File: config.mk
export PLATFORM = sky130hd
export DESIGN_NAME = pli_lerp
export DESIGN_NICKNAME = d
export VERILOG_FILES = /design/src/rtl/pli_pkg.sv /design/src/rtl/pli_lerp.sv
export SDC_FILE = /design/constraint.sdc
export NUM_CORES = 1
export LEC_CHECK = 0
export ABC_AREA = 1
export BUFFER_PORTS_ARGS = -buffer_cell sky130_fd_sc_hd__buf_4
export CAP_MARGIN = 20
export CORE_ASPECT_RATIO = 0.75
export CORE_UTILIZATION = 45
export CTS_CLUSTER_SIZE = 10
export DETAILED_ROUTE_END_ITERATION = 12
export MAX_ROUTING_LAYER = met4
export PLACE_DENSITY = 0.6
export SYNTH_ARGS = -nofsm -noshare
export SYNTH_HDL_FRONTEND = slang
export SYNTH_SLANG_ARGS = --single-unit
File: constraint.sdc
create_clock -name clk_i -period 6.4 [get_ports clk_i]
set_clock_uncertainty 0.1 [all_clocks]
set_input_delay 0.96 -clock clk_i [delete_from_list [all_inputs] [get_ports clk_i]]
set_output_delay 0.96 -clock clk_i [all_outputs]
set_load 0.05 [all_outputs]
File: src/rtl/pli_pkg.sv
// ----------------------------------------------------------------------------
// pli_pkg
// shared types and constants of the piecewise linear interpolator
// ----------------------------------------------------------------------------
`default_nettype none

package pli_pkg;

  localparam int unsigned POS_W   = 20;
  localparam int unsigned VAL_W   = 32;
  localparam int unsigned DIFF_W  = VAL_W + 1;
  localparam int unsigned PROD_W  = POS_W + VAL_W;
  localparam int unsigned MUL_STEPS = POS_W;
  localparam int unsigned DIV_STEPS = PROD_W;
  localparam int unsigned STEP_W  = 6;

  localparam logic [1:0] CMD_CLEAR  = 2'd0;
  localparam logic [1:0] CMD_APPEND = 2'd1;
  localparam logic [1:0] CMD_QUERY  = 2'd2;

  localparam logic [1:0] ST_OK      = 2'd0;
  localparam logic [1:0] ST_OUTSIDE = 2'd1;
  localparam logic [1:0] ST_TOO_FEW = 2'd2;
  localparam logic [1:0] ST_FULL    = 2'd3;

  typedef struct packed {
    logic signed [POS_W-1:0] pos;
    logic signed [VAL_W-1:0] disp;
    logic signed [VAL_W-1:0] tens;
  } entry_t;

  // one interpolation request: offset into the segment, its length, end values
  typedef struct packed {
    logic [POS_W-1:0]        off;
    logic [POS_W-1:0]        span;
    logic signed [VAL_W-1:0] v0;
    logic signed [VAL_W-1:0] v1;
  } lerp_req_t;

endpackage

`default_nettype wire

File: src/rtl/pli_lerp.sv
// ----------------------------------------------------------------------------
// pli_lerp
// bit-serial v0 + off * (v1 - v0) / span, truncating toward zero
// ----------------------------------------------------------------------------
`default_nettype none

module pli_lerp (
  input  wire logic                             clk_i,
  input  wire logic                             rst_ni,
  input  wire logic                             start_i,
  input  wire pli_pkg::lerp_req_t               req_i,
  output logic                                  done_o,
  output logic signed [pli_pkg::VAL_W-1:0]      result_o
);

  typedef enum logic [1:0] {
    L_IDLE,
    L_MUL,
    L_DIV,
    L_FIN
  } lerp_state_e;

  lerp_state_e                       state_q;
  logic                              done_q;
  logic signed [pli_pkg::VAL_W-1:0]  result_q;
  logic signed [pli_pkg::VAL_W-1:0]  v0_q;
  logic                              neg_q;
  logic [pli_pkg::DIFF_W-1:0]        mag_q;
  logic [pli_pkg::POS_W-1:0]         off_q;
  logic [pli_pkg::POS_W-1:0]         span_q;
  logic [pli_pkg::PROD_W-1:0]        acc_q;
  logic [pli_pkg::POS_W-1:0]         rem_q;
  logic [pli_pkg::STEP_W-1:0]        cnt_q;

  logic signed [pli_pkg::DIFF_W-1:0] diff;
  logic [pli_pkg::DIFF_W-1:0]        mag_d;
  logic [pli_pkg::POS_W:0]           shifted;
  logic [pli_pkg::POS_W+1:0]         trial;
  logic                              borrow;
  logic [pli_pkg::DIFF_W-1:0]        quot;
  logic [pli_pkg::DIFF_W-1:0]        quot_signed;
  logic signed [pli_pkg::VAL_W-1:0]  result_d;

  always_comb begin
    diff    = pli_pkg::DIFF_W'(req_i.v1) - pli_pkg::DIFF_W'(req_i.v0);
    mag_d   = diff[pli_pkg::DIFF_W-1] ? (pli_pkg::DIFF_W'(0) - diff) : diff;
    // restoring division step, quotient bits shift in behind the dividend
    shifted = {rem_q, acc_q[pli_pkg::PROD_W-1]};
    trial   = {1'b0, shifted} - {2'b00, span_q};
    borrow  = trial[pli_pkg::POS_W+1];
    quot    = acc_q[pli_pkg::DIFF_W-1:0];
    quot_signed = neg_q ? (pli_pkg::DIFF_W'(0) - quot) : quot;
    result_d = v0_q + quot_signed[pli_pkg::VAL_W-1:0];
  end

  always_ff @(posedge clk_i or negedge rst_ni) begin
    if (!rst_ni) begin
      state_q <= L_IDLE;
      done_q  <= 1'b0;
      cnt_q   <= '0;
    end else begin
      done_q <= 1'b0;
      case (state_q)
        L_IDLE: begin
          if (start_i) begin
            v0_q   <= req_i.v0;
            neg_q  <= diff[pli_pkg::DIFF_W-1];
            mag_q  <= mag_d;
            off_q  <= req_i.off;
            span_q <= req_i.span;
            acc_q  <= '0;
            rem_q  <= '0;
            cnt_q  <= '0;
            if (req_i.span == '0) begin
              // zero-length segment gives its start value
              result_q <= req_i.v0;
              done_q   <= 1'b1;
            end else begin
              state_q <= L_MUL;
            end
          end
        end
        L_MUL: begin
          acc_q <= {acc_q[pli_pkg::PROD_W-2:0], 1'b0}
                 + (off_q[pli_pkg::POS_W-1] ? pli_pkg::PROD_W'(mag_q) : '0);
          off_q <= {off_q[pli_pkg::POS_W-2:0], 1'b0};
          if (cnt_q == pli_pkg::STEP_W'(pli_pkg::MUL_STEPS - 1)) begin
            cnt_q   <= '0;
            state_q <= L_DIV;
          end else begin
            cnt_q <= cnt_q + 1'b1;
          end
        end
        L_DIV: begin
          acc_q <= {acc_q[pli_pkg::PROD_W-2:0], ~borrow};
          rem_q <= borrow ? shifted[pli_pkg::POS_W-1:0] : trial[pli_pkg::POS_W-1:0];
          if (cnt_q == pli_pkg::STEP_W'(pli_pkg::DIV_STEPS - 1)) begin
            cnt_q   <= '0;
            state_q <= L_FIN;
          end else begin
            cnt_q <= cnt_q + 1'b1;
          end
        end
        L_FIN: begin
          result_q <= result_d;
          done_q   <= 1'b1;
          state_q  <= L_IDLE;
        end
        default: begin
          state_q <= L_IDLE;
        end
      endcase
    end
  end

  assign done_o   = done_q;
  assign result_o = result_q;

endmodule

`default_nettype wire

[After elaboration in Yosys (flattened, before gate mapping)]
Cells that the tools add are included.
Word-level totals
  bits in registers: 219
  input bits: 107
  output and inout bits: 33
Operators by class
  add/subtract/negate cells: 7
  eq/ne operators: 10
  mux-type cells: 25
  bitwise logic cells: 1
  reduce and logical (&&, ||, !) cells: 13
Operators by type and width (count)
  case mux 52 bit (3 select lines): 1
  two-way mux 32 bit: 4
  case mux 20 bit (2 select lines): 2
  case mux 32 bit (2 select lines): 1
  two-way mux 20 bit: 3
  adder 52 x 33 -> 52 bit: 1
  two-way mux 52 bit: 1
  two-way mux 33 bit: 1
  subtractor 1 x 33 -> 33 bit (first input constant): 1
  subtractor 32 x 32 -> 33 bit: 1
  adder 32 bit: 1
  subtractor 1 x 32 -> 32 bit (first input constant): 1
  subtractor 21 x 20 -> 22 bit: 1
  logical NOT 20 bit: 1
  two-way mux 6 bit: 3
  case mux 6 bit (3 select lines): 1
  AND reduction 3 bit: 4
  != test 2 bit (second input constant): 5
  two-way mux 2 bit: 4
  case mux 2 bit (4 select lines): 1
  AND reduction 4 bit: 2
  adder 6 x 1 -> 6 bit (second input constant): 1
  equality test 6 x 5 -> 1 bit (second input constant): 1
  equality test 6 bit (second input constant): 1
  9 further kinds: 13

[Depth between registers and ports, before layout]
  depth after elaboration: 4
  depth in mapped cells: 24
  depth with buffers taken out: 24

[Worst setup path before layout]
No wires, ideal clock.
  path type: in2reg
  start: input start_i
  end: register mag_q[0] in the netlist's numbering, enable pin
  setup time: 531 ps
  data arrival time: 4602 ps
  required time: 5769 ps
  slack: 1166 ps
  cell stages on the path: 2
  buffers on the path: 0
  cell sequence: nand2_1 -> nor2_1
On the way
  cells in the longest elaborated chain, start to end: 1
Ends and longest elaborated chain
  from (decl): line pli_lerp.sv:10  | input wire logic start_i,
  AND reduction 3 bit (no source line)
  to (signal assigned): line pli_lerp.sv:68  | mag_q <= mag_d;
  to (decl): line pli_lerp.sv:28  | logic [pli_pkg::DIFF_W-1:0] mag_q;
No other way between the ends.
A chain may end at the register's enable or synchronous reset.

[Worst setup path in the final report]
  start: register acc_q[1] in the netlist's numbering
  end: register result_q (netlist bit result_o[27]) (data pin)
On the way
  cells in the longest elaborated chain, start to end: 4
Ends and longest elaborated chain
  from (decl): line pli_lerp.sv:31  | logic [pli_pkg::PROD_W-1:0] acc_q;
  from (signal assigned): line pli_lerp.sv:84  | acc_q <= {acc_q[pli_pkg::PROD_W-2:0], 1'b0}
  from (signal assigned): line pli_lerp.sv:95  | acc_q <= {acc_q[pli_pkg::PROD_W-2:0], ~borrow};
  subtractor 1 x 32 -> 32 bit: line pli_lerp.sv:52  | quot_signed = neg_q ? (pli_pkg::DIFF_W'(0) - quot) : quot;
  two-way mux 32 bit *: line pli_lerp.sv:52
  adder 32 bit *: line pli_lerp.sv:53  | result_d = v0_q + quot_signed[pli_pkg::VAL_W-1:0];
  case mux 32 bit (2 select lines) *: line pli_lerp.sv:63  | case (state_q)
  to (signal assigned): line pli_lerp.sv:76  | result_q <= req_i.v0;
  to (signal assigned): line pli_lerp.sv:105  | result_q <= result_d;
  to (decl): line pli_lerp.sv:25  | logic signed [pli_pkg::VAL_W-1:0] result_q;
Every way passes the cells marked *; elsewhere a longest branch is shown, timed or not.

==> impl_metrics.py <==
metrics = {
    "synthesis": {
        "syn_area_mm2": 0.01863,
        "yosys-top-cells-area": "edfxtp_1, nand2_1, ha_1",
        "synth_top_area_share_pct": 33.84,
        "synth.avg_cell_area_um2": 7.040,
        "ys_ff_latch": 219,
        "synth.yosys.seq_area_share_pct": 35.05,
        "synthTopCellsByCount": "nand2_1, inv_1, nor2_1, edfxtp_1, a21oi_1",
        "ys_types": 52,
        "synth_edf_count": 210,
        "ys_warn_count": 0,
        "syn-num-nets": 2885,
        "synthCells": 2647,
        "async_flop_share_pct": 4.110,
        "synthFlopType": "edfxtp_1",
        "yosysMostFrequentCell": "nand2_1",
        "synth_top_cell_by_area": "edfxtp_1",
    },
    "route": {
        "wl_um": 63540,
        "vias": 18110,
        "met3WireLength_um": 5831,
        "first_pass_iters": 6,
        "via_per_inst": 5.430,
        "top_layer_used": "met4",
        "wl_per_cell_um": 19.05,
        "wl_met2_um": 24150,
        "drtAntennaViolNets": 0,
        "drc": 0,
        "wl_met1_um": 32400,
        "drt_iter0_drc": 1696,
    },
    "sta": {
        "rsz0062_at_grt": "no",
        "final_hold_viol_count": 0,
        "layout_min_cycle_time_ns": 4.399,
        "setup_viol": 0,
        "max_slew_margin_pct": 47.98,
        "max_freq_mhz": 227.3,
        "fin_hold_ws_ns": 0.1163,
        "finalCritPeriodShare_pct": 68.74,
        "tns_ns": 0,
        "tightest_slew_ns": 0.7731,
        "drv_slew": 0,
    },
    "placed_design": {
        "gp_congestion": 1.018,
        "io_buffers": 139,
        "hpwl_um": 51100,
    },
    "worst_setup_path": {
        "cp_cell_sequence": "inv_1, ha_1, inv_1, nor3_2, nand4_1, nor3_1, nand2_1, o31ai_1, xor2_1, ha_1, a21oi_1, o21ai_0, inv_1, o21ai_0, a21oi_1, nand3b_1, nand3_1, o21ai_0",
        "worst_path_max_delay_cell": "edfxtp_1",
        "critPathMaxStageDelay_ns": 0.49,
        "cp.required_ns": 6.59,
        "endpoint_kind": "flop",
        "cp.arrival_ns": 4.59,
        "critPathLaunchType": "flop",
        "path_class": "reg -> reg",
        "crit_path_max_fanout": 6,
    },
    "power_and_ir_drop": {
        "pwr-share-clk_pct": 18.0,
        "p_comb_share_pct": 54.3,
        "p_sw_mw": 4.340,
        "power_frac_seq_pct": 27.6,
        "power_leakage_nw": 10.03,
        "ir_worst_vdd_uv": 242.6,
        "swShare_pct": 48.45,
        "p_int_mw": 4.618,
        "p_per_area_mw_per_mm2": 422.4,
    },
    "floorplan": {
        "fp.dieArea_mm2": 0.04224,
        "start_util_pct": 45.72,
        "ios": 140,
        "dieWidth_um": 237.0,
        "die_h_um": 178.2,
        "rows": 64,
        "core_area_mm2": 0.04076,
    },
    "cts": {
        "insertion_delay_ns": 0.57,
        "hold_buffers": 0,
        "cts_tree": "built",
        "postCtsSetupBuffers": 0,
        "clkSlewWorstSetupHoldPaths_ns": 0.06,
        "cts_buffer_depth": 3,
        "clock-sinks": 219,
        "clock-root-buffer": "clkbuf_16",
        "cts_max_level": 1,
        "numCtsBuffers": 28,
        "cts_resized": 0,
    },
    "worst_hold_path": {
        "hp-class": "in -> async",
    },
    "global_routing": {
        "grt_pass1_vias": 16160,
        "grt_usage_pct": 30.66,
        "grt_antenna_before_repair": 0,
        "grt_max_degree": 56,
        "grt_pass1_wl_um": 95100,
        "overflow": 0,
    },
    "run": {
        "max_cap_violations": 0,
    },
    "final_layout": {
        "nFillCells": 4016,
        "synthToLayoutAreaGrowth_pct": 13.79,
        "fin_nets": 3023,
        "antenna_cells": 0,
        "drive_gt1_share_pct": 9.654,
        "seqCellArea_mm2": 0.006531,
        "multiInputGateArea_mm2": 0.01041,
        "final_util_pct": 52.02,
    },
    "outcome": {
        "status": "finished, final reports clean",
    },
}
path summary, 6_finish.rpt:
path | cells past startpoint | slack (ns) | end | start
setup reg to reg | 18 | 2.00 | result_o[27] | acc_q[1]
hold / removal | 1 | 0.12 | done_o | rst_ni
max in group asynchronous | 1 | 5.92 | cnt_q[0] | rst_ni
min in group clk_i | 2 | 0.42 | off_q[3] | off_q[2]
hold reg to reg | 2 | 0.42 | off_q[3] | off_q[2]
setup / recovery | 18 | 2.00 | result_o[27] | acc_q[1]
per-layer routing:
metal / global-route usage [%] / up-vias
li1: - / 8953
met1: 47.51 / 8447
met2: 40.07 / 634
met3: 6.530 / 76
met4: 5.574 / 0
met5: - / -
layout by cell type (no fill, tap or decap), types with 29 or more instances in the layout:
master,Yosys,routed
a21oi_1,209,207
edfxtp_1,210,210
buf_4,1,151
inv_1,397,397
xor2_1,56,56
xnor2_1,34,34
o21ai_0,150,150
clkbuf_16,0,29
nand3_1,117,117
nor3_1,35,35
nand2_1,802,802
ha_1,127,126
nor2_1,224,222
registers in the layout, indices dropped and copies added, names as in the netlist:
name / cells
cnt_q: 6
span_q: 20
state_q: 2
done_o: 1
acc_q: 52
rem_q: 20
off_q: 20
neg_q: 1
result_o: 32
mag_q: 33
v0_q: 32
cell families (layout without fill, tap and decap cells):
group | after synthesis | after routing | share of synthesized area [%]
AOI/OAI and AO/OA | 451 | 451 | 13.17
xor gates and xnor gates | 90 | 90 | 4.230
adders and majority gates | 131 | 131 | 8.957
buffers and inverters | 456 | 616 | 9.253
DFF | 219 | 219 | 35.05
and+or+nand+nor | 1300 | 1300 | 29.34
power by group through the flow:
stage | Clock (mW) | Sequential (mW) | Combinational (mW)
2_1_floorplan | 0 | 2.43 | 3.37
3_3_place_gp | 0 | 2.49 | 4.72
3_5_place_dp | 0 | 2.50 | 4.76
4_1_cts | 1.64 | 2.47 | 4.79
5_1_grt | 1.68 | 2.52 | 5.43
6_report | 1.62 | 2.47 | 4.87
worst max-delay path, delay by kind of cell (launching register included):
family / cells / cell delay (ns)
AOI/OAI and AO/OA: 6 / 1.23
xor gates and xnor gates: 1 / 0.33
adders and majority gates: 2 / 0.53
buffers and inverters: 3 / 0.48
DFF: 1 / 0.49
and+or+nand+nor: 6 / 0.99
layout make-up:
type | count | share of cell area [%]
inverters | 412 | 7.293
multi-input cells | 1972 | 49.10
clock buffers | 45 | 3.753
well taps | 528 | 3.116
repair buffers | 152 | 5.417
clock inverters | 7 | 0.5193
flip-flops and latches | 219 | 30.80
stage by stage:
stage	total power, mW	cell area (um2)	worst slack (ns)	instances
after detailed placement	7.260	20280	2.047	3282
final	8.958	21200	2.001	3335
after global placement	7.211	20280	2.075	3282
after global routing	9.622	21200	1.604	3335
after floorplan	5.806	18630	1.166	2647
after CTS	8.892	21190	2.070	3334
(Power assumes the default switching activity.)
